### config.mk
export PLATFORM = sky130hd
export DESIGN_NAME = qlg_csr
export DESIGN_NICKNAME = d
export VERILOG_FILES = /design/src/design/qlg_pkg.sv /design/src/design/qlg_csr.sv
export SDC_FILE = /design/constraint.sdc
export NUM_CORES = 1
export LEC_CHECK = 0
export ABC_AREA = 1
export BUFFER_PORTS_ARGS = -buffer_cell sky130_fd_sc_hd__buf_4
export CORE_MARGIN = 4
export CORE_UTILIZATION = 24
export DETAILED_ROUTE_END_ITERATION = 7
export PLACE_DENSITY = 0.55
export SYNTH_ARGS = -nofsm -noshare
export SYNTH_HDL_FRONTEND = slang
export SYNTH_SLANG_ARGS = --single-unit
### constraint.sdc
create_clock -name clock -period 2.3 [get_ports clock]
set_input_delay 0 -clock clock [delete_from_list [all_inputs] [get_ports clock]]
set_output_delay 0 -clock clock [all_outputs]
set_load 0.02 [all_outputs]
### src/design/qlg_pkg.sv
// Shared types, codes and constants of the grid Q-learning update block.
package qlg_pkg;

   localparam int CSR_INDEX_W = 3;
   localparam int CSR_DATA_W  = 16;
   localparam int OUT_VALUE_W = 16;
   localparam int RATE_W      = 9;
   localparam int RATE_PROD_W = 17;
   localparam int RATE_SHIFT  = 16;

   localparam logic [RATE_W-1:0] RATE_ONE = 9'd256;

   localparam logic [1:0] CMD_INIT  = 2'd0;
   localparam logic [1:0] CMD_STEP  = 2'd1;
   localparam logic [1:0] CMD_QUERY = 2'd2;

   localparam logic [1:0] MOVE_UP    = 2'd0;
   localparam logic [1:0] MOVE_RIGHT = 2'd1;
   localparam logic [1:0] MOVE_DOWN  = 2'd2;
   localparam logic [1:0] MOVE_LEFT  = 2'd3;

   localparam logic [2:0] STAT_UPDATED   = 3'd0;
   localparam logic [2:0] STAT_REJECTED  = 3'd1;
   localparam logic [2:0] STAT_RESTARTED = 3'd2;
   localparam logic [2:0] STAT_BAD_CELL  = 3'd3;
   localparam logic [2:0] STAT_DONE      = 3'd4;

   // ascending target cell: up, left, right, down
   localparam logic [1:0] SCAN_ORDER [4] = '{MOVE_UP, MOVE_LEFT, MOVE_RIGHT, MOVE_DOWN};

   typedef enum logic [2:0] {
      CSR_GRID_ROWS  = 3'd0,
      CSR_GRID_COLS  = 3'd1,
      CSR_GOAL_CELL  = 3'd2,
      CSR_LEARN_RATE = 3'd3,
      CSR_DISCOUNT   = 3'd4,
      CSR_SEED_VALUE = 3'd5
   } csr_index_type;

   localparam logic [3:0]  RST_GRID_ROWS  = 4'd2;
   localparam logic [3:0]  RST_GRID_COLS  = 4'd3;
   localparam logic [5:0]  RST_GOAL_CELL  = 6'd2;
   localparam logic [8:0]  RST_LEARN_RATE = 9'd26;
   localparam logic [8:0]  RST_DISCOUNT   = 9'd230;
   localparam logic [15:0] RST_SEED_VALUE = 16'd25600;

   typedef struct packed {
      logic [1:0] command;
      logic [1:0] move;
      logic [5:0] restart_cell;
      logic [5:0] query_cell;
   } req_type;

   typedef struct packed {
      logic [2:0]  status;
      logic [5:0]  agent_cell;
      logic [15:0] value_out;
      logic [5:0]  best_next;
   } rsp_type;

   typedef struct packed {
      logic [3:0]  grid_rows;
      logic [3:0]  grid_cols;
      logic [5:0]  goal_cell;
      logic [8:0]  learn_rate;
      logic [8:0]  discount;
      logic [15:0] seed_value;
   } csr_regs_type;

   typedef enum logic [1:0] {
      LOC_CUR     = 2'd0,
      LOC_RESTART = 2'd1,
      LOC_QUERY   = 2'd2
   } loc_src_type;

   typedef enum logic [1:0] {
      VAL_ZERO = 2'd0,
      VAL_BEST = 2'd1,
      VAL_NEW  = 2'd2
   } val_sel_type;

   typedef struct packed {
      logic        accept;
      logic        sw_start;
      logic        sw_run;
      logic        sw_seed;
      logic        loc_load;
      loc_src_type loc_sel;
      logic        sc_load;
      logic        sc_from_tgt;
      logic        scan_start;
      logic        scan_issue;
      logic        mul_run;
      logic        rd_upd;
      logic        upd_write;
      logic        cur_set;
      logic        cur_from_tgt;
      logic        rsp_load;
      logic [2:0]  rsp_status;
      val_sel_type rsp_vsel;
   } dp_cmd_type;

   typedef struct packed {
      logic [1:0] command;
      logic       loc_done;
      logic       in_grid;
      logic       cur_is_goal;
      logic       move_ok;
      logic       tgt_is_goal;
      logic       sw_last;
      logic       scan_last;
   } dp_stat_type;

endpackage

### src/design/qlg_csr.sv
// Configuration registers of the grid Q-learning update block.
module qlg_csr (
   input  logic                            clock,
   input  logic                            reset,
   input  logic                            csr_valid,
   output logic                            csr_ready,
   input  logic [qlg_pkg::CSR_INDEX_W-1:0] csr_index,
   input  logic [qlg_pkg::CSR_DATA_W-1:0]  csr_wdata,
   output qlg_pkg::csr_regs_type           regs
);
   import qlg_pkg::*;

   csr_regs_type regs_ff;
   csr_regs_type regs_in;

   always_comb begin
      regs_in = regs_ff;
      if (csr_valid) begin
         unique case (csr_index)
            CSR_GRID_ROWS:  regs_in.grid_rows  = csr_wdata[3:0];
            CSR_GRID_COLS:  regs_in.grid_cols  = csr_wdata[3:0];
            CSR_GOAL_CELL:  regs_in.goal_cell  = csr_wdata[5:0];
            CSR_LEARN_RATE: regs_in.learn_rate = csr_wdata[8:0];
            CSR_DISCOUNT:   regs_in.discount   = csr_wdata[8:0];
            CSR_SEED_VALUE: regs_in.seed_value = csr_wdata[15:0];
            default:        regs_in = regs_ff;
         endcase
      end
   end

   always_ff @(posedge clock) begin
      if (reset) begin
         regs_ff.grid_rows  <= RST_GRID_ROWS;
         regs_ff.grid_cols  <= RST_GRID_COLS;
         regs_ff.goal_cell  <= RST_GOAL_CELL;
         regs_ff.learn_rate <= RST_LEARN_RATE;
         regs_ff.discount   <= RST_DISCOUNT;
         regs_ff.seed_value <= RST_SEED_VALUE;
      end else begin
         regs_ff <= regs_in;
      end
   end

   assign csr_ready = 1'b1;
   assign regs      = regs_ff;

endmodule

==> results of run 1 <==
critical path, delay by kind of cell:
kind | cells | cell delay (ns)
buf+inv | 3 | 0.86
simple gates | 3 | 0.23
worst min path at each step:
| stage | start | to | slack (ns) | cells past startpoint |
|---|---|---|---|---|
| CTS | csr_wdata[11] | regs[11]$_SDFFE_PP0P_ | 0.01 | 5 |
| finish | csr_wdata[11] | regs[11]$_SDFFE_PP0P_ | 0.01 | 5 |
| global route | csr_wdata[11] | regs[11]$_SDFFE_PP0P_ | 0.03 | 5 |
| floorplan | csr_wdata[1] | regs[17]$_SDFFE_PP1P_ | 0.11 | 2 |
| global placement | csr_wdata[7] | regs[23]$_SDFFE_PP1P_ | 0.22 | 3 |
| detailed placement | csr_wdata[5] | regs[21]$_SDFFE_PP1P_ | 0.21 | 3 |
layout by cell type, fill, tap and decap left out, drive strengths merged:
cell type,netlist,final
nor2,76,76
nand2,75,75
buf,9,72
nand3,48,48
dfxtp,48,48
inv,20,20
dlygate4sd3,0,11
clkbuf,2,6
conb,1,1
clkinv,0,1
bufinv,0,1
per-stage QoR:
step / worst slack (ns) / cells / utilization [%] / total power (W)
after global placement: 1.23 / 442 / 32.6 / 0.00115
final: 1.41 / 461 / 35.4 / 0.00174
after global routing: 1.34 / 461 / 35.4 / 0.00182
after detailed placement: 1.21 / 442 / 32.6 / 0.00115
after CTS: 1.42 / 461 / 35.4 / 0.00176
after floorplan: 1.58 / 279 / - / 0.00104
cells by family after synthesis:
family        share of synthesized area, %
buf+inv                               7.28
flops                                 49.5
other cells                          0.193
simple gates                          43.1
power by group through the flow:
stage	clock, W	combinational [W]	sequential (W)
5_1_grt	0.000651	0.000291	0.000881
4_1_cts	0.000620	0.000266	0.000877
2_1_floorplan	0	0.000109	0.000929
3_3_place_gp	0	0.000249	0.000896
3_5_place_dp	0	0.000251	0.000896
6_report	0.000602	0.000264	0.000876
metal layers:
metal	GRT usage [%]	share of wire, %	up-vias	routed length (um)
met5	0	0	-	0
met4	3.19	1.1	0	63
met3	3.07	5.5	8	315
met2	20.4	47	53	2740
met1	15.6	46	896	2660
li1	-	-	1012	-
timing repair:
action | 4_1_cts | 5_1_grt
hold endpoints to repair | 15 | 0
gates resized for setup | 0 | 0
hold buffers | 11 | 0
layout make-up:
cell class,count,area [um^2]
fillers,853,5040
flip-flops and latches,48,961
multi-input cells,200,841
repair buffers,83,651
well taps,102,128
inverters,20,75.1
clock buffers,6,72.6
clock inverters,2,35.0
==> flow_metrics.py, run 1 <==
metrics = {
    "logic_synthesis": {
        "synthCells": 279,
        "synth_common_cells": "74 x nand2_1, 71 x nor2_1, 48 x dfxtp_1, 48 x nand3_1, 16 x inv_1",
        "ys_types": 14,
        "synthFlopType": "dfxtp_1",
        "synthesis.nets": 301,
        "synthTopCellsByArea": "dfxtp_1 49%, nand2_1 14%, nor2_1 14%",
        "ys_ff_latch": 48,
        "async_flop_share_pct": 0,
        "synth_edf_count": 0,
        "synth_area_leader_cell": "dfxtp_1",
        "synth_top_area_share_pct": 49.5,
        "ys_warn_count": 0,
        "syn-cell-area_mm2": 0.00194,
        "synth.most_common_cell": "nand2_1",
        "syn_area_per_cell_um2": 6.96,
        "ys_seq_area_share_pct": 49.5,
    },
    "detailed_routing": {
        "first_pass_iters": 4,
        "drc_errors": 0,
        "vias": 1969,
        "drt_wl_total_um": 5780,
        "route.antenna.remaining_nets": 0,
        "wl_per_cell_um": 12.5,
        "drtIter0Drc": 76,
        "vias_per_cell": 4.27,
    },
    "power": {
        "seqPwrFrac_pct": 50.3,
        "p_sw_w": 0.000450,
        "combPwrFrac_pct": 15.1,
        "swShare_pct": 25.8,
        "p_int_w": 0.00129,
        "p_per_area_mw_per_mm2": 630,
        "pwr-share-clk_pct": 34.5,
        "vdd_drop_max_v": 0.000233,
        "p_leak_nw": 1.34,
    },
    "critical_path": {
        "critPathKind": "input port to flop",
        "cp-end-kind": "flop",
        "worstPathCellList": "dlygate4sd3_1, buf_4, inv_1, nand3_1, nand2_1, nor2_1",
        "critical_path.max_fanout": 5,
        "cp_slowest_cell": "dlygate4sd3_1",
        "worstSetupStartpointType": "input port",
        "crit_path_end": "regs[16]$_SDFFE_PP0P_",
        "rrSetupSlack_ns": 1.70,
        "critPathLaunch": "csr_wdata[0]",
        "r2r-end": "regs[4]$_SDFFE_PP0P_",
        "reg2regPathDepth": 2,
        "cp.arrival_ns": 1.09,
        "cp.required_ns": 2.50,
        "r2r_start": "regs[4]$_SDFFE_PP0P_",
        "critical-path-max-stage-delay_ns": 0.54,
    },
    "cts": {
        "cts_made_buffers": 5,
        "cts_sinks": 48,
        "clkTransAtPathRegs_ns": 0.09,
        "clockRootBuffer": "clkbuf_8",
        "postCtsSetupBuffers": 0,
        "htreeDepth": 2,
        "clock_latency_ns": 0.30,
        "cts_buffer_depth": 2,
        "cts_tree": "done",
    },
    "die": {
        "die_h_um": 98.0,
        "rows": 32,
        "core-area_mm2": 0.00781,
        "die_w_um": 98.0,
        "initial_utilization_pct": 24.9,
        "die_area_mm2": 0.00960,
        "io-pin-count": 71,
    },
    "timing": {
        "fin_crit_sh_pct": 38.7,
        "clock_skew_ns": 0,
        "hold_violations": 0,
        "rsz0062_at_grt": "no",
        "drv_slew": 0,
        "setup_tns_ns": 0,
        "setup_viol": 0,
        "worstMarginPinSlew_ns": 0.564,
        "fmax_mhz": 1120,
        "whs_ns": 0.0114,
        "min_period_ns": 0.890,
        "slew_headroom_pct": 62.4,
    },
    "outcome": {
        "status": "complete, no violations",
    },
    "run": {
        "cap_viol_max_count": 0,
    },
    "placement": {
        "dpl_cell_area_mm2": 0.00254,
        "place_hpwl_um": 4310,
        "gp_congestion": 0.833,
        "io_buffers": 69,
    },
    "finish": {
        "drive_above_1_share_pct": 24.8,
        "diodes": 0,
        "largest_reg_flops": 48,
        "final_area_mm2": 0.00276,
        "area_delta_synth_final_pct": 42.2,
        "fin_nets": 380,
    },
    "grt": {
        "grt_usage_pct": 12.2,
        "antenna_found_initial": 0,
        "grt_pass1_wl_um": 9490,
        "grt_pass1_vias": 1950,
        "grt_overflow_total": 0,
        "grt_max_degree": 21,
    },
    "hold_path": {
        "hold_class": "input port to flop",
    },
}
No activity file was read; power rests on OpenSTA's default activity.
==> inputs of run 2 (changes only) <==
--- a/config.mk
+++ b/config.mk
@@ -5,12 +5,12 @@
 export SDC_FILE = /design/constraint.sdc
 export NUM_CORES = 1
 export LEC_CHECK = 0
-export ABC_AREA = 1
+export ABC_AREA = 0
 export BUFFER_PORTS_ARGS = -buffer_cell sky130_fd_sc_hd__buf_4
 export CORE_MARGIN = 4
 export CORE_UTILIZATION = 24
 export DETAILED_ROUTE_END_ITERATION = 7
-export PLACE_DENSITY = 0.55
+export PLACE_DENSITY = 0.56
 export SYNTH_ARGS = -nofsm -noshare
 export SYNTH_HDL_FRONTEND = slang
 export SYNTH_SLANG_ARGS = --single-unit
==> constraint.sdc (replaced) <==
create_clock -name clock -period 0.8 [get_ports clock]
set_input_delay 0 -clock clock [delete_from_list [all_inputs] [get_ports clock]]
set_output_delay 0 -clock clock [all_outputs]
set_load 0.02 [all_outputs]
==> run 2 against run 1 <==
Clock skew did not move; combinational power rose to 2.5 times the previous value; flip-flop and latch count did not move; area after synthesis rose by 2.6%; clock power rose to 2.9 times the previous value; critical path depth fell by 5; critical path type is now flop to output pin.
==> flow_metrics.py, run 2 <==
metrics = {
    "finish": {
        "area_delta_synth_final_pct": 62.4,
        "largest_reg_flops": 48,
        "fin_nets": 311,
        "drive_above_1_share_pct": 50.7,
        "diodes": 0,
        "final_cell_mix": "48 x mux2i_1, 48 x dfxtp_2, 45 x nand2b_1, 45 x buf_4, 41 x buf_6",
        "fin_util_pct": 41.1,
    },
    "critical_path": {
        "cp-end-kind": "output pin",
        "crit_family": "flip-flops",
        "worstPathCellList": "buf_6",
        "critPathLaunch": "regs[4]$_SDFFE_PP0P_",
        "critPathKind": "flop to output pin",
        "cp_slowest_cell": "dfxtp_2",
        "critical-path-max-stage-delay_ns": 0.36,
        "cp.arrival_ns": 0.77,
        "critical_path.max_fanout": 2,
        "r2r_start": "regs[38]$_SDFFE_PP0P_",
        "worstSetupStartpointType": "flop",
        "cp.required_ns": 0.80,
        "crit_buf_inv": 1,
    },
    "logic_synthesis": {
        "synthesis.nets": 216,
        "ys_types": 13,
        "synth_edf_count": 0,
        "synthFlopType": "dfxtp_1",
        "syn_area_per_cell_um2": 10.3,
        "ys_seq_area_share_pct": 48.2,
        "synthCells": 194,
        "ys_warn_count": 0,
        "synth_area_leader_cell": "dfxtp_1",
        "syn-cell-area_mm2": 0.00199,
        "synth_top_area_share_pct": 48.2,
        "ys_ff_latch": 48,
        "async_flop_share_pct": 0,
        "synth_common_cells": "48 x dfxtp_1, 48 x mux2i_1, 46 x nand2b_1, 26 x nor2_1, 8 x clkbuf_1",
        "synthTopCellsByArea": "dfxtp_1 48%, mux2i_1 24%, nand2b_1 14%",
    },
    "die": {
        "die_area_mm2": 0.00983,
        "die_w_um": 99.2,
        "rows": 32,
        "initial_utilization_pct": 25.3,
        "die_h_um": 99.2,
        "io-pin-count": 71,
        "core-area_mm2": 0.00789,
    },
    "detailed_routing": {
        "drt_wl_total_um": 5210,
        "drtIter0Drc": 36,
        "route.antenna.remaining_nets": 0,
        "first_pass_iters": 4,
        "vias_per_cell": 4.20,
        "drc_errors": 0,
        "wl_per_cell_um": 13.3,
        "vias": 1646,
    },
    "power": {
        "vdd_drop_max_v": 0.000621,
        "p_leak_nw": 1.44,
        "p_per_area_mw_per_mm2": 1500,
        "power_w": 0.00487,
    },
    "placement": {
        "io_buffers": 69,
        "gp_congestion": 0.682,
        "place_hpwl_um": 3840,
        "dp_slack_ns": -0.203,
    },
    "grt": {
        "grt_pass1_wl_um": 8540,
        "grt_usage_pct": 10.8,
        "antenna_found_initial": 0,
        "grt_max_degree": 17,
        "grt_overflow_total": 0,
        "grt_pass1_vias": 1721,
    },
    "timing": {
        "hold_violations": 0,
        "fin_crit_sh_pct": 96.1,
        "whs_ns": 0.0209,
        "fmax_mhz": 1300,
        "rsz0062_at_grt": "yes",
        "setup_tns_ns": 0,
        "clock_skew_ns": 0,
        "drv_slew": 0,
        "setup_viol": 0,
        "min_period_ns": 0.769,
        "fin_ws_ns": 0.0312,
    },
    "cts": {
        "cts_buffer_depth": 2,
        "clock_latency_ns": 0.29,
        "cts_sinks": 48,
        "clockRootBuffer": "clkbuf_8",
        "cts_made_buffers": 5,
        "cts_tree": "done",
        "clkTransAtPathRegs_ns": 0.09,
        "htreeDepth": 2,
    },
    "outcome": {
        "status": "complete, no violations",
    },
    "hold_path": {
        "min-delay-start": "csr_wdata[8]",
        "hold_class": "input port to flop",
    },
    "run": {
        "cap_viol_max_count": 0,
    },
}
run 2: cell types whose count changed in the layout (fill, tap and decap cells not counted), moves of 4 or more:
cell / delta
inv_2: -4
dfxtp_1: -48
buf_6: +41
mux2i_1: +48
nand2_1: -74
inv_1: -16
nor2_1: -45
nand2b_1: +45
dlygate4sd3_1: +4
dfxtp_2: +48
buf_4: -27
nand3_1: -48
run 2: final timing paths:
kind	cells past startpoint	slack, ns	endpoint
hold / removal	3	0.02	regs[33]$_SDFFE_PP0P_
setup / recovery	1	0.03	regs[4]
setup reg to reg	3	0.11	regs[38]$_SDFFE_PP0P_
hold reg to reg	2	0.48	regs[19]$_SDFFE_PP0P_
run 2: final cells by class:
| type | count | area, um^2 |
|---|---|---|
| fill | 770 | 4650 |
| sequential | 48 | 1020 |
| timing repair buffer | 104 | 1010 |
| multi-input combinational | 130 | 973 |
| tap | 102 | 128 |
| clock buffer | 6 | 72.6 |
| clock inverter | 2 | 35.0 |
run 2: where the power goes:
group          total, W  switching (W)  internal, W
Combinational  0.000664       0.000288     0.000376
Sequential      0.00249      0.0000375      0.00245
Clock           0.00172       0.000788     0.000928
run 2: logic make-up (layout without fill, tap and decap cells):
kind of cell | count (synthesis) | after routing | synth area share (%)
flops | 48 | 48 | 48.2
other cells | 1 | 1 | 0.188
mux | 48 | 48 | 24.1
simple gates | 81 | 81 | 23.9
buf+inv | 16 | 112 | 3.64
run 2: what timing repair did:
action,in CTS,in global routing
hold buffers,15,0
buffers inserted,0,2
endpoints found under the hold margin,17,0
pin swaps,0,0
endpoints found under the setup margin,25,52
gates resized for setup,28,62
run 2: metal layers:
metal	global-route usage (%)	up-vias	wire length [um]	part of all wire, %
li1	-	827	-	-
met1	13.5	763	2380	46
met2	17.8	50	2470	47
met3	3.44	6	318	6.1
met4	3.26	0	35	0.67
met5	0	-	0	0
run 2: stage by stage:
| stage | instance area (um^2) | std cells |
|---|---|---|
| 3_3_place_gp | 2750 | 367 |
| 5_1_grt | 3240 | 392 |
| 4_1_cts | 3050 | 390 |
| 3_5_place_dp | 2750 | 367 |
| 6_report | 3240 | 392 |
| 2_1_floorplan | 2020 | 194 |
