**src/design/qlg_pkg.sv**
```systemverilog
// Shared types, codes and constants of the grid Q-learning update block.
package qlg_pkg;

   localparam int CSR_INDEX_W = 3;
   localparam int CSR_DATA_W  = 16;
   localparam int OUT_VALUE_W = 16;
   localparam int RATE_W      = 9;
   localparam int RATE_PROD_W = 17;
   localparam int RATE_SHIFT  = 16;

   localparam logic [RATE_W-1:0] RATE_ONE = 9'd256;

   localparam logic [1:0] CMD_INIT  = 2'd0;
   localparam logic [1:0] CMD_STEP  = 2'd1;
   localparam logic [1:0] CMD_QUERY = 2'd2;

   localparam logic [1:0] MOVE_UP    = 2'd0;
   localparam logic [1:0] MOVE_RIGHT = 2'd1;
   localparam logic [1:0] MOVE_DOWN  = 2'd2;
   localparam logic [1:0] MOVE_LEFT  = 2'd3;

   localparam logic [2:0] STAT_UPDATED   = 3'd0;
   localparam logic [2:0] STAT_REJECTED  = 3'd1;
   localparam logic [2:0] STAT_RESTARTED = 3'd2;
   localparam logic [2:0] STAT_BAD_CELL  = 3'd3;
   localparam logic [2:0] STAT_DONE      = 3'd4;

   // ascending target cell: up, left, right, down
   localparam logic [1:0] SCAN_ORDER [4] = '{MOVE_UP, MOVE_LEFT, MOVE_RIGHT, MOVE_DOWN};

   typedef enum logic [2:0] {
      CSR_GRID_ROWS  = 3'd0,
      CSR_GRID_COLS  = 3'd1,
      CSR_GOAL_CELL  = 3'd2,
      CSR_LEARN_RATE = 3'd3,
      CSR_DISCOUNT   = 3'd4,
      CSR_SEED_VALUE = 3'd5
   } csr_index_type;

   localparam logic [3:0]  RST_GRID_ROWS  = 4'd2;
   localparam logic [3:0]  RST_GRID_COLS  = 4'd3;
   localparam logic [5:0]  RST_GOAL_CELL  = 6'd2;
   localparam logic [8:0]  RST_LEARN_RATE = 9'd26;
   localparam logic [8:0]  RST_DISCOUNT   = 9'd230;
   localparam logic [15:0] RST_SEED_VALUE = 16'd25600;

   typedef struct packed {
      logic [1:0] command;
      logic [1:0] move;
      logic [5:0] restart_cell;
      logic [5:0] query_cell;
   } req_type;

   typedef struct packed {
      logic [2:0]  status;
      logic [5:0]  agent_cell;
      logic [15:0] value_out;
      logic [5:0]  best_next;
   } rsp_type;

   typedef struct packed {
      logic [3:0]  grid_rows;
      logic [3:0]  grid_cols;
      logic [5:0]  goal_cell;
      logic [8:0]  learn_rate;
      logic [8:0]  discount;
      logic [15:0] seed_value;
   } csr_regs_type;

   typedef enum logic [1:0] {
      LOC_CUR     = 2'd0,
      LOC_RESTART = 2'd1,
      LOC_QUERY   = 2'd2
   } loc_src_type;

   typedef enum logic [1:0] {
      VAL_ZERO = 2'd0,
      VAL_BEST = 2'd1,
      VAL_NEW  = 2'd2
   } val_sel_type;

   typedef struct packed {
      logic        accept;
      logic        sw_start;
      logic        sw_run;
      logic        sw_seed;
      logic        loc_load;
      loc_src_type loc_sel;
      logic        sc_load;
      logic        sc_from_tgt;
      logic        scan_start;
      logic        scan_issue;
      logic        mul_run;
      logic        rd_upd;
      logic        upd_write;
      logic        cur_set;
      logic        cur_from_tgt;
      logic        rsp_load;
      logic [2:0]  rsp_status;
      val_sel_type rsp_vsel;
   } dp_cmd_type;

   typedef struct packed {
      logic [1:0] command;
      logic       loc_done;
      logic       in_grid;
      logic       cur_is_goal;
      logic       move_ok;
      logic       tgt_is_goal;
      logic       sw_last;
      logic       scan_last;
   } dp_stat_type;

endpackage

```
**src/design/qlg_ctrl.sv**
```systemverilog
// Sequencing state machine of the grid Q-learning update block.
module qlg_ctrl (
   input  logic                 clock,
   input  logic                 reset,
   input  logic                 start,
   input  logic [1:0]           req_command,
   input  qlg_pkg::dp_stat_type stat,
   output qlg_pkg::dp_cmd_type  cmd,
   output logic                 busy
);
   import qlg_pkg::*;

   typedef enum logic [8:0] {
      S_CLEAR    = 9'b000000001,
      S_IDLE     = 9'b000000010,
      S_SWEEP    = 9'b000000100,
      S_LOC_A    = 9'b000001000,
      S_LOC_R    = 9'b000010000,
      S_SCAN     = 9'b000100000,
      S_SCAN_END = 9'b001000000,
      S_MUL      = 9'b010000000,
      S_UPD      = 9'b100000000
   } state_type;

   state_type state_ff;
   state_type state_in;

   always_comb begin
      state_in = state_ff;
      cmd      = '0;
      unique case (state_ff)
         S_CLEAR: begin
            cmd.sw_run = 1'b1;
            if (stat.sw_last) state_in = S_IDLE;
         end
         S_IDLE: begin
            if (start) begin
               cmd.accept = 1'b1;
               unique case (req_command)
                  CMD_INIT: begin
                     cmd.sw_start = 1'b1;
                     state_in     = S_SWEEP;
                  end
                  CMD_STEP: begin
                     cmd.loc_load = 1'b1;
                     cmd.loc_sel  = LOC_CUR;
                     state_in     = S_LOC_A;
                  end
                  CMD_QUERY: begin
                     cmd.loc_load = 1'b1;
                     cmd.loc_sel  = LOC_QUERY;
                     state_in     = S_LOC_A;
                  end
                  default: begin
                     cmd.rsp_load   = 1'b1;
                     cmd.rsp_status = STAT_REJECTED;
                     cmd.rsp_vsel   = VAL_ZERO;
                  end
               endcase
            end
         end
         S_SWEEP: begin
            cmd.sw_run  = 1'b1;
            cmd.sw_seed = 1'b1;
            if (stat.sw_last) begin
               cmd.loc_load = 1'b1;
               cmd.loc_sel  = LOC_RESTART;
               state_in     = S_LOC_R;
            end
         end
         S_LOC_A: begin
            if (stat.loc_done) begin
               if (!stat.in_grid) begin
                  cmd.rsp_load   = 1'b1;
                  cmd.rsp_status = STAT_BAD_CELL;
                  state_in       = S_IDLE;
               end else if (stat.command == CMD_QUERY) begin
                  cmd.sc_load    = 1'b1;
                  cmd.scan_start = 1'b1;
                  state_in       = S_SCAN;
               end else if (stat.cur_is_goal) begin
                  cmd.loc_load = 1'b1;
                  cmd.loc_sel  = LOC_RESTART;
                  state_in     = S_LOC_R;
               end else if (!stat.move_ok) begin
                  cmd.rsp_load   = 1'b1;
                  cmd.rsp_status = STAT_REJECTED;
                  state_in       = S_IDLE;
               end else begin
                  cmd.sc_load     = 1'b1;
                  cmd.sc_from_tgt = 1'b1;
                  cmd.scan_start  = 1'b1;
                  state_in        = stat.tgt_is_goal ? S_MUL : S_SCAN;
               end
            end
         end
         S_LOC_R: begin
            if (stat.loc_done) begin
               cmd.rsp_load = 1'b1;
               if (stat.in_grid) begin
                  cmd.cur_set    = 1'b1;
                  cmd.rsp_status = (stat.command == CMD_INIT) ? STAT_DONE : STAT_RESTARTED;
               end else begin
                  cmd.rsp_status = STAT_BAD_CELL;
               end
               state_in = S_IDLE;
            end
         end
         S_SCAN: begin
            cmd.scan_issue = 1'b1;
            if (stat.scan_last) state_in = S_SCAN_END;
         end
         S_SCAN_END: begin
            if (stat.command == CMD_QUERY) begin
               cmd.rsp_load   = 1'b1;
               cmd.rsp_status = STAT_DONE;
               cmd.rsp_vsel   = VAL_BEST;
               state_in       = S_IDLE;
            end else begin
               state_in = S_MUL;
            end
         end
         S_MUL: begin
            cmd.mul_run = 1'b1;
            cmd.rd_upd  = 1'b1;
            state_in    = S_UPD;
         end
         S_UPD: begin
            cmd.upd_write    = 1'b1;
            cmd.cur_set      = 1'b1;
            cmd.cur_from_tgt = 1'b1;
            cmd.rsp_load     = 1'b1;
            cmd.rsp_status   = STAT_UPDATED;
            cmd.rsp_vsel     = VAL_NEW;
            state_in         = S_IDLE;
         end
         default: state_in = S_CLEAR;
      endcase
   end

   always_ff @(posedge clock) begin
      if (reset) begin
         state_ff <= S_CLEAR;
      end else begin
         state_ff <= state_in;
      end
   end

   assign busy = (state_ff != S_IDLE);

   a_rsp_then_idle: assert property (@(posedge clock) disable iff (reset)
      cmd.rsp_load |=> state_ff == S_IDLE)
      else $error("controller not idle after a result");

   a_upd_after_mul: assert property (@(posedge clock) disable iff (reset)
      state_ff == S_UPD |-> $past(state_ff == S_MUL))
      else $error("table update without multiply");

endmodule

```
**config.mk**
```make
export PLATFORM = sky130hd
export DESIGN_NAME = qlg_ctrl
export DESIGN_NICKNAME = d
export VERILOG_FILES = /design/src/design/qlg_pkg.sv /design/src/design/qlg_ctrl.sv
export SDC_FILE = /design/constraint.sdc
export NUM_CORES = 1
export LEC_CHECK = 0
export BUFFER_PORTS_ARGS = -buffer_cell sky130_fd_sc_hd__buf_2
export CAP_MARGIN = 30
export CORE_MARGIN = 10
export CORE_UTILIZATION = 47
export DETAILED_ROUTE_END_ITERATION = 6
export PLACE_DENSITY = 0.86
export SETUP_SLACK_MARGIN = 0.4
export SLEW_MARGIN = 20
export SYNTH_ARGS = -nofsm -noshare
export SYNTH_HDL_FRONTEND = slang
export SYNTH_SLANG_ARGS = --single-unit
```
**constraint.sdc**
```tcl
create_clock -name clock -period 1.8 [get_ports clock]
set_input_delay 0.09 -clock clock [delete_from_list [all_inputs] [get_ports clock]]
set_output_delay 0.09 -clock clock [all_outputs]
set_load 0.02 [all_outputs]
```
==> results of run 1 <==
[through the flow]
step	hold slack [ns]	instance area, sq um
after floorplan	0.228	1070
after global placement	0.368	1270
after detailed placement	0.386	1270
after CTS	0.0968	1640
[logic make-up after synthesis]
family          share of synthesized area
xor+xnor                           0.0288
flops                               0.198
simple gates                        0.412
fa+ha+maj                          0.0412
buf+inv                             0.108
compound gates                      0.213
[repair_timing]
item,4_1_cts
setup endpoints to repair,32
hold endpoints to repair,0
pin swaps,16
buffers inserted,17
resized for setup,63
hold buffers,0
[synthesized netlist by cell type, types with 2 or more instances]
cell / count / area share
nor3_1: 7 / 0.038
o21bai_1: 2 / 0.016
nor4_1: 3 / 0.021
nand2_1: 9 / 0.037
o21ai_0: 10 / 0.055
and3_1: 2 / 0.014
nand3_1: 4 / 0.022
nand2b_1: 3 / 0.021
xor2_1: 2 / 0.019
o21ai_1: 2 / 0.011
buf_2: 3 / 0.016
nor2_1: 11 / 0.045
dfxtp_1: 9 / 0.20
inv_1: 7 / 0.029
buf_4: 5 / 0.041
nor2b_1: 2 / 0.014
and2_1: 2 / 0.014
a21oi_1: 8 / 0.044
nor3b_1: 3 / 0.025
nand4_1: 4 / 0.027
ha_1: 3 / 0.041
==> reports/qor.yml, run 1 <==
status: "aborted with a tool error"
io_buffers: 36
post-place-cells: 187
grt_start_max_net_pins: 10
ys_ff_latch: 9
cts-root-buf: "clkbuf_4"
syn-cell-area_sq_um: 912
cts_buffer_depth: 2
rows: 15
seq_area_frac_synth: 0.198
pre_cts_slack_ns: 0.0301
numCtsBuffers: 3
dp_hpwl_mm: 2.61
htree_num_levels: 1
cts_sinks: 9
ys.flop_type: "dfxtp_1"
endpoint_type: "primary output"
ios: 37
synth_edf_count: 0
yosys.cell_types.count: 46
lastStage: "global routing"
start_util: 0.512
die_x_um: 64.1
ys_warn_count: 0
syn_nets: 143
syn_inst: 126
gp_congestion: 0.819
fp.dieH_um: 64.1
synthArstFlopShare: 0
synth.avg_cell_area_sq_um: 7.24
grt_repair_worst_endpoint: "cmd[4]"
error_line: "[ERROR DPL-0038] Utilization greater than 100%, impossible to legalize"
==> run 2, diff against run 1 <==
- CORE_AREA: default -> 10 10 71 73
- CORE_MARGIN: 10 -> default
- CORE_UTILIZATION: 47 -> default
- DIE_AREA: default -> 0 0 81 83
- PLACE_DENSITY: 0.86 -> default
- PLACE_DENSITY_LB_ADDON: default -> 0.15
- SETUP_SLACK_MARGIN: 0.4 -> default
==> run 2 against run 1 <==
The flow now finishes, with violations (negative setup slack). Area after synthesis is the same. Synthesized cell count is the same.
==> reports/qor.yml, run 2 <==
grtUsageMet3: 0.0172
crit_path_start_kind: "flop"
end_kind: "output port"
regMostFlops: "state_ff"
finalClockSkew_ns: 0.00190
setup_tns_ns: -0.659
ios: 37  # unchanged
grt_pass1_wl_mm: 5.72
syn_to_final_growth_pct: 78.3
ys_ff_latch: 9  # unchanged
fmax_mhz: 526
fin_ws_ns: -0.100
max_slew_margin: 0.711
syn_nets: 143  # unchanged
dp_hpwl_mm: 2.62  # +0.35%
grt_start_max_net_pins: 10
finalSetupViolations: 9
htree_num_levels: 1  # unchanged
grt_pass1_vias: 1228
cts.hold.buffers_added: 0  # unchanged
arrival_ns: 1.81
status: "finished, violations left"
violations: "negative setup slack"
synthArstFlopShare: 0  # unchanged
cts-root-buf: "clkbuf_8"
synth.most_common_cell: "nor2_1"
fin_area_sq_um: 1630
place_area_sq_um: 1210  # -4.4%
synth_edf_count: 0  # unchanged
post-place-cells: 213  # +14%
start_util: 0.251  # -0.261
gp_congestion: 0.887  # +8.3%
drt_iter0_drc: 45
cts_sinks: 9  # unchanged
grt_usage: 0.104
powerDensity_nw_per_um2: 806
hold_viol_final: 0
layout_common_cells: "buf_4 (25), buf_2 (20), buf_6 (14)"
ys_warn_count: 0  # unchanged
drive_above_1_share: 0.570
vias_per_cell: 5.30
maxCapViolations: 0
cts_tree: "yes"
core_region_area_sq_um: 3630
use_met1: 0.116
yosysTopAreaCell: "dfxtp_1"
slew_viol_final: 0
synth_top_area_frac: 0.198  # unchanged
clk_latency_ns: 0.24
fp.dieH_um: 83  # +30%
io_buffers: 36  # unchanged
drtAntennaViolNets: 0
top_regs: "state_ff (9)"
rows: 22  # +7
rsz0062_at_grt: "true"
crit_fanout: 4
vias: 1202
vdd_drop_max_mv: 0.348
drt-pass1-iter-count: 4
critical_path_required_ns: 1.71
met2_usage: 0.180
clk_pin_slew_ns: 0.05
synthTopCellsByCount: "nor2_1 (11), o21ai_0 (10), dfxtp_1 (9), nand2_1 (9), a21oi_1 (8)"
syn_inst: 126  # unchanged
final_common_cell: "buf_4"
crit_type: "reg -> out"
die_area_sq_um: 6720
yosys.cell_types.count: 46  # unchanged
ys_top_cells_by_area: "dfxtp_1 (20%), o21ai_0 (5.5%), nor2_1 (4.5%)"
largest_register_ffs: 9
ys.flop_type: "dfxtp_1"
fin_crit_sh: 1.06
numCtsBuffers: 3  # unchanged
grt_overflow_total: 0
wl_per_cell_um: 17.0
seq_area_frac_synth: 0.198  # unchanged
wirelength_mm: 3.85
syn-cell-area_sq_um: 912  # unchanged
fin_cells: 227
min_period_ns: 1.90
synth.avg_cell_area_sq_um: 7.24  # unchanged
num_antenna_cells: 0
die_x_um: 81  # +26%
hold_path.class: "in -> reg"
grt.busiest_layer: "met2"
power.leakage_uw: 0.000707
worst_pin_slew_ns: 0.432
worst_hold_slack_ns: 0.158
cts_buffer_depth: 2  # unchanged
drc: 0
nets: 197
antenna_found_initial: 0
[run 2: per-layer routing]
metal	up-vias	wire length, um	share of wire
li1	563	-	-
met1	585	1560	0.40
met2	45	2000	0.52
met3	9	191	0.050
met4	0	98	0.025
met5	-	0	0
[run 2: area by class of cell]
cell class | count | area [sq um]
fillers | 363 | 2010
inverters | 7 | 26.3
repair buffers | 60 | 465
clock buffers | 4 | 45.0
well taps | 48 | 60.1
multi-input cells | 99 | 827
flip-flops and latches | 9 | 203
[run 2: power by group]
part	internal, uW	switching (uW)	leakage (uW)
sequential	228	46.2	0.0000777
clock	156	94.8	0.0000228
combinational	368	419	0.000606
[run 2: logic make-up (layout without fill, tap and decap cells)]
family | count (synthesis) | count (layout) | synth area share
compound gates | 32 | 32 | 0.213
buf+inv | 18 | 71 | 0.108
flops | 9 | 9 | 0.198
xor+xnor | 3 | 3 | 0.0288
simple gates | 61 | 61 | 0.412
fa+ha+maj | 3 | 3 | 0.0412
[run 2: worst max-delay path: stages (launching register included)]
cell and delay [ns]:
dfxtp_4 0.36, or3_4 0.45, nor3_4 0.25, and3_4 0.24, o21bai_1 0.11, buf_4 0.16
[run 2: what timing repair did]
item	4_1_cts	5_1_grt
endpoints found under the setup margin	19	21
gates resized for setup	36	39
setup buffers	2	9
gates cloned	0	0
pin swaps	1	19
[run 2: worst paths after layout]
path	startpoint	end	slack, ns	depth (start not counted)
max	state_ff[5]	cmd[7]	-0.10	5
min	reset	state_ff[2]	0.16	2
max reg2reg	state_ff[5]	state_ff[0]	0.03	6
min reg2reg	state_ff[6]	state_ff[8]	0.63	2
[run 2: through the flow]
stage	worst slack [ns]	utilization	total power (uW)
floorplan	-0.120	-	615
finish	-0.100	0.448	1310
global placement	0.000934	0.334	809
CTS	-0.0431	0.389	1150
detailed placement	-0.000875	0.334	804
global route	-0.189	0.448	1370
Note: power is estimated with default switching activity, not from simulation.
==> run 3, diff against run 2 <==
- CELL_PAD_IN_SITES_DETAIL_PLACEMENT: default -> 0
- CELL_PAD_IN_SITES_GLOBAL_PLACEMENT: default -> 1
- clock period: 1.8 -> 2.2 ns (I/O delays scaled with it)
==> run 3 against run 2 <==
The run now ends clean. Core utilization down 12 points. Sequential share of layout area increased by 2.9 points. Clock skew grew 0.0028 ns. Sequential cell count stayed put. Power decreased by 39%. Sequential power is 17% lower. Critical path depth is the same. Combinational power fell by 52%. Count of clock-buffer cells in the layout unchanged. Cell count down 9.7%. Worst setup slack better by 0.28 ns. Global-route usage fell by 1.4 points. Highest routed layer unchanged.
==> reports/qor.yml, run 3 (synthesis results as in run 2) <==
antenna_found_initial: 0  # unchanged
grt_pass1_vias: 1077  # -12%
slew_viol_final: 0  # unchanged
arrival_ns: 1.91  # +0.10 ns
min_path_cells: 2  # unchanged
setup_tns_ns: 0  # +0.659 ns
fmax_mhz: 494
top_regs: "state_ff (9)"
cts.hold.buffers_added: 0  # unchanged
end_kind: "output port"
min_period_ns: 2.02
cts_buffer_depth: 2  # unchanged
worst_pin_slew_ns: 0.386  # -0.0464 ns
numCtsBuffers: 3  # unchanged
grt_overflow_total: 0  # unchanged
cts_sinks: 9  # unchanged
cts_tree: "yes"
grt_pass1_wl_mm: 5.03  # -12%
hold_viol_final: 0  # unchanged
critical_path_required_ns: 2.09  # +0.38 ns
clk_latency_ns: 0.23  # about the same
grt_usage: 0.0900  # -0.0137
drt_iter0_drc: 75  # +67%
powerDensity_nw_per_um2: 674  # -16%
vias: 1019  # -15%
fp.dieH_um: 83  # unchanged
core_region_area_sq_um: 3630  # unchanged
hold_path.class: "in -> reg"
post-route-util: 0.324  # -0.123
power.leakage_uw: 0.000542  # -23%
crit_fanout: 8  # +4
vdd_drop_max_mv: 0.165  # -53%
r2r_cells: 7  # +1
io_buffers: 36  # unchanged
clk_pin_slew_ns: 0.05  # about the same
cts-root-buf: "clkbuf_8"
vias_per_cell: 4.97  # -6.1%
crit_path_start_kind: "flop"
wl_per_cell_um: 14.6  # -14%
die_x_um: 81  # unchanged
drtAntennaViolNets: 0  # unchanged
htree_num_levels: 1  # unchanged
gp_congestion: 0.781  # -12%
dp_hpwl_mm: 2.43  # -7.1%
rsz0062_at_grt: "false"
drt-pass1-iter-count: 4  # unchanged
maxCapViolations: 0  # unchanged
die_area_sq_um: 6720  # unchanged
crit_type: "reg -> out"
layout_common_cells: "buf_2 (36), nor2_1 (11), o21ai_0 (10)"
finalClockSkew_ns: 0.00467  # +0.00277 ns
ios: 37  # unchanged
max_slew_margin: 0.742  # +0.0312
num_antenna_cells: 0  # unchanged
largest_register_ffs: 9  # unchanged
status: "complete, no violations"
fin_crit_sh: 0.920
rows: 22  # unchanged
start_util: 0.251  # unchanged
syn_to_final_growth_pct: 29.2
totalPowerFinal_uw: 794  # -39%
fill_cells: 418  # +15%
wirelength_mm: 2.98  # -23%
regMostFlops: "state_ff"
nets: 175  # -11%
drc: 0  # unchanged
drive_above_1_share: 0.350  # -0.220
final_common_cell: "buf_2"
grt_start_max_net_pins: 10  # unchanged
finalSetupViolations: 0  # -9
run 3: cell types whose count changed in the layout (fill, tap and decap cells not counted), sizes merged:
| cell | change |
|---|---|
| buf | -22 |
run 3: final timing paths:
path                from     endpoint  slack, ns
max reg2reg  state_ff[6]  state_ff[2]       0.29
max          state_ff[8]      cmd[17]       0.18
min reg2reg  state_ff[3]  state_ff[3]       0.57
min                reset  state_ff[3]       0.18
run 3: area by class of cell:
class,count,area (sq um),share of cell area
multi-input combinational,99,671,0.569
timing repair buffer,38,195,0.166
sequential,9,181,0.154
tap,48,60.1,0.0510
clock buffer,4,45.0,0.0382
inverter,7,26.3,0.0223
run 3: report_power, final:
part           leakage (uW)  internal, uW  total (uW)  switching (uW)
logic              0.000446           158         374             216
registers         0.0000735           183         227            43.6
clock network     0.0000228           127         194            67.8
run 3: through the flow:
stage / setup WS (ns) / hold WS [ns] / instance area, sq um / instances
final: 0.176 / 0.176 / 1180 / 205
after global routing: 0.0285 / 0.199 / 1180 / 205
after CTS: 0.00611 / 0.175 / 1130 / 203
after detailed placement: 0.260 / 0.421 / 1090 / 199
after global placement: 0.267 / 0.417 / 1090 / 199
after floorplan: 0.193 / 0.300 / 918 / 126
run 3: what timing repair did:
action,in CTS,in global routing
gates resized for setup,0,7
endpoints found under the setup margin,0,9
buffers inserted,0,2
run 3: critical path: stages, from the launching register on:
cell and delay [ns]:
dfxtp_1 0.41, or4_4 0.58, nor4_2 0.25, a22oi_1 0.20
nand2_1 0.10, buf_2 0.16
run 3: layer usage:
layer	vias up	GRT usage	wire, um
met4	0	0.0329	36
met5	-	0	0
li1	520	-	-
met2	28	0.139	1350
met3	2	0.0226	198
met1	469	0.116	1400
==> run 4, diff against run 3 <==
- GPL_TIMING_DRIVEN: default -> 0
==> run 4 against run 3 <==
Fmax fell by 1.7%. Critical path type unchanged. First-iteration DRC count fell by 47%. Register-to-register slack barely moved.
==> reports/qor.yml, run 4 (synthesis results as in run 2) <==
grt_pass1_wl_mm: 5.22  # +3.8%
min_path_cells: 3  # +1
multi_input_area_sq_um: 656  # -2.2%
vias_per_cell: 4.88  # -1.7%
r2r-end: "state_ff[2]"
dp_hpwl_mm: 2.50  # +2.8%
p_int_uw: 473  # +1.1%
cpPeakStageDelay_ns: 0.38  # -0.20 ns
hp-start: "stat[2]"
clk_pin_slew_ns: 0.05  # about the same
grt_usage: 0.0962  # +0.00621
r2r_slack_ns: 0.29  # about the same
largest_register_ffs: 9  # unchanged
fmax_mhz: 486  # -1.7%
netSwitchingPower_uw: 333  # +1.7%
die_x_um: 81  # unchanged
min_to: "state_ff[7]"
antenna_found_initial: 0  # unchanged
num_antenna_cells: 0  # unchanged
crit_path_start_kind: "flop"
crit_chain: "buf_2 > nor4_4 > nand2_1 > nor3b_1 > buf_4 > buf_2"
p_sw_frac: 0.413  # +0.00150
max_slew_margin: 0.709  # -0.0338
power.leakage_uw: 0.000599  # +10%
crit_buf_inv: 3  # +2
hold_path.class: "in -> reg"
final_common_cell: "buf_2"
rows: 22  # unchanged
critical-path-top-delay-family: "simple AND/OR/NAND/NOR gates"
crit_type: "reg -> out"
crit_fanout: 8  # unchanged
drt-pass1-iter-count: 4  # unchanged
grt_pass1_vias: 1091  # +1.3%
cts_tree: "yes"
min_period_ns: 2.06  # +0.0353 ns
gp_congestion: 0.780  # -0.19%
ios: 37  # unchanged
htree_num_levels: 1  # unchanged
drive_above_1_share: 0.367  # +0.0165
cts-root-buf: "clkbuf_8"
arrival_ns: 1.95  # +0.04 ns
cts_buffer_depth: 2  # unchanged
post-route-util: 0.343  # +0.0183
setup_tns_ns: 0  # unchanged
wirelength_mm: 3.07  # +2.8%
crit-reg2reg-launch: "state_ff[0]"
status: "complete, no violations"
pwr-share-clk: 0.245  # about the same
grt_overflow_total: 0  # unchanged
worst_pin_slew_ns: 0.437  # +0.0512 ns
drtAntennaViolNets: 0  # unchanged
slew_viol_final: 0  # unchanged
finalClockSkew_ns: 0.00206  # -0.00261 ns
io_buffers: 35  # -2.8%
cts.hold.buffers_added: 0  # unchanged
cts_sinks: 9  # unchanged
powerDensity_nw_per_um2: 647  # -4.1%
pwr-share-comb: 0.510  # +0.040
critPathSlowestCell: "nor4_4"
wl_per_cell_um: 14.1  # -2.8%
drc: 0  # unchanged
layout_common_cells: "buf_2 (38), nor2_1 (11), o21ai_0 (10)"
vdd_drop_max_mv: 0.209  # +27%
maxCapViolations: 0  # unchanged
hold_viol_final: 0  # unchanged
fp.dieH_um: 83  # unchanged
nets: 187  # +6.9%
r2r_cells: 8  # +1
fill_cells: 424  # +1.4%
top_regs: "state_ff (9)"
rsz0062_at_grt: "false"
syn_to_final_growth_pct: 36.5
core_region_area_sq_um: 3630  # unchanged
clk_latency_ns: 0.24  # about the same
fin_crit_sh: 0.936  # +0.0160
finalSetupViolations: 0  # unchanged
start_util: 0.251  # unchanged
end_kind: "output port"
drt_iter0_drc: 40  # -47%
vias: 1060  # +4.0%
die_area_sq_um: 6720  # unchanged
regMostFlops: "state_ff"
layout.area.seq_sq_um: 180  # -0.69%
cpMostUsedCell: "buf_2"
grt_start_max_net_pins: 10  # unchanged
numCtsBuffers: 3  # unchanged
critical_path_required_ns: 2.09  # about the same
seq_power_share: 0.245  # -0.040
[run 4: changes by cell type in the layout (fill, tap and decap cells not counted), sizes merged]
cell    before  now
clkbuf       4    5
buf         38   49
[run 4: routing by layer]
layer / up-vias / part of all wire / global-route usage
met2: 30 / 0.44 / 0.138
met5: - / 0 / 0
met3: 4 / 0.067 / 0.0259
met4: 0 / 0.024 / 0.0563
met1: 481 / 0.47 / 0.123
li1: 545 / - / -
[run 4: through the flow]
stage / power, uW / instances / setup WS [ns] / hold slack [ns] / instance area (sq um)
2_1_floorplan: 498 / 126 / 0.193 / 0.300 / 918
3_3_place_gp: 604 / 209 / 0.168 / 0.449 / 1150
3_5_place_dp: 602 / 209 / 0.225 / 0.453 / 1150
4_1_cts: 803 / 215 / 0.00474 / 0.199 / 1210
5_1_grt: 866 / 217 / 0.000367 / 0.235 / 1240
6_report: 805 / 217 / 0.141 / 0.202 / 1240
[run 4: layout make-up]
cell class | instances | area share
sequential | 9 | 0.145
multi-input combinational | 99 | 0.527
timing repair buffer | 39 | 0.165
tap | 48 | 0.0482
inverter | 7 | 0.0211
clock buffer | 4 | 0.0362
buffer | 11 | 0.0583
[run 4: how the worst max path moves through the flow]
stage	startpoint	end	slack, ns	cells after the start
final	state_ff[0]	cmd[10]	0.14	6
after global routing	state_ff[0]	cmd[5]	0.0004	8
after CTS	state_ff[0]	cmd[4]	0.005	7
after detailed placement	state_ff[0]	cmd[17]	0.22	7
after global placement	state_ff[0]	cmd[17]	0.17	7
after floorplan	state_ff[0]	cmd[14]	0.19	5
[run 4: power groups by stage]
| stage | logic, uW | clock network, uW | registers, uW |
|---|---|---|---|
| 6_report | 411 | 197 | 197 |
| 5_1_grt | 456 | 211 | 199 |
| 4_1_cts | 405 | 202 | 196 |
| 3_5_place_dp | 403 | 0 | 199 |
| 3_3_place_gp | 405 | 0 | 199 |
| 2_1_floorplan | 302 | 0 | 195 |
[run 4: tightest hold or removal path: stages]
cell     delay, ns
buf_2         0.10
a31oi_1       0.12
nor4_1        0.05
[run 4: timing repair]
action	CTS	global route
pin swaps	2	1
buffers inserted	2	2
gates resized for setup	0	3
setup endpoints to repair	4	9
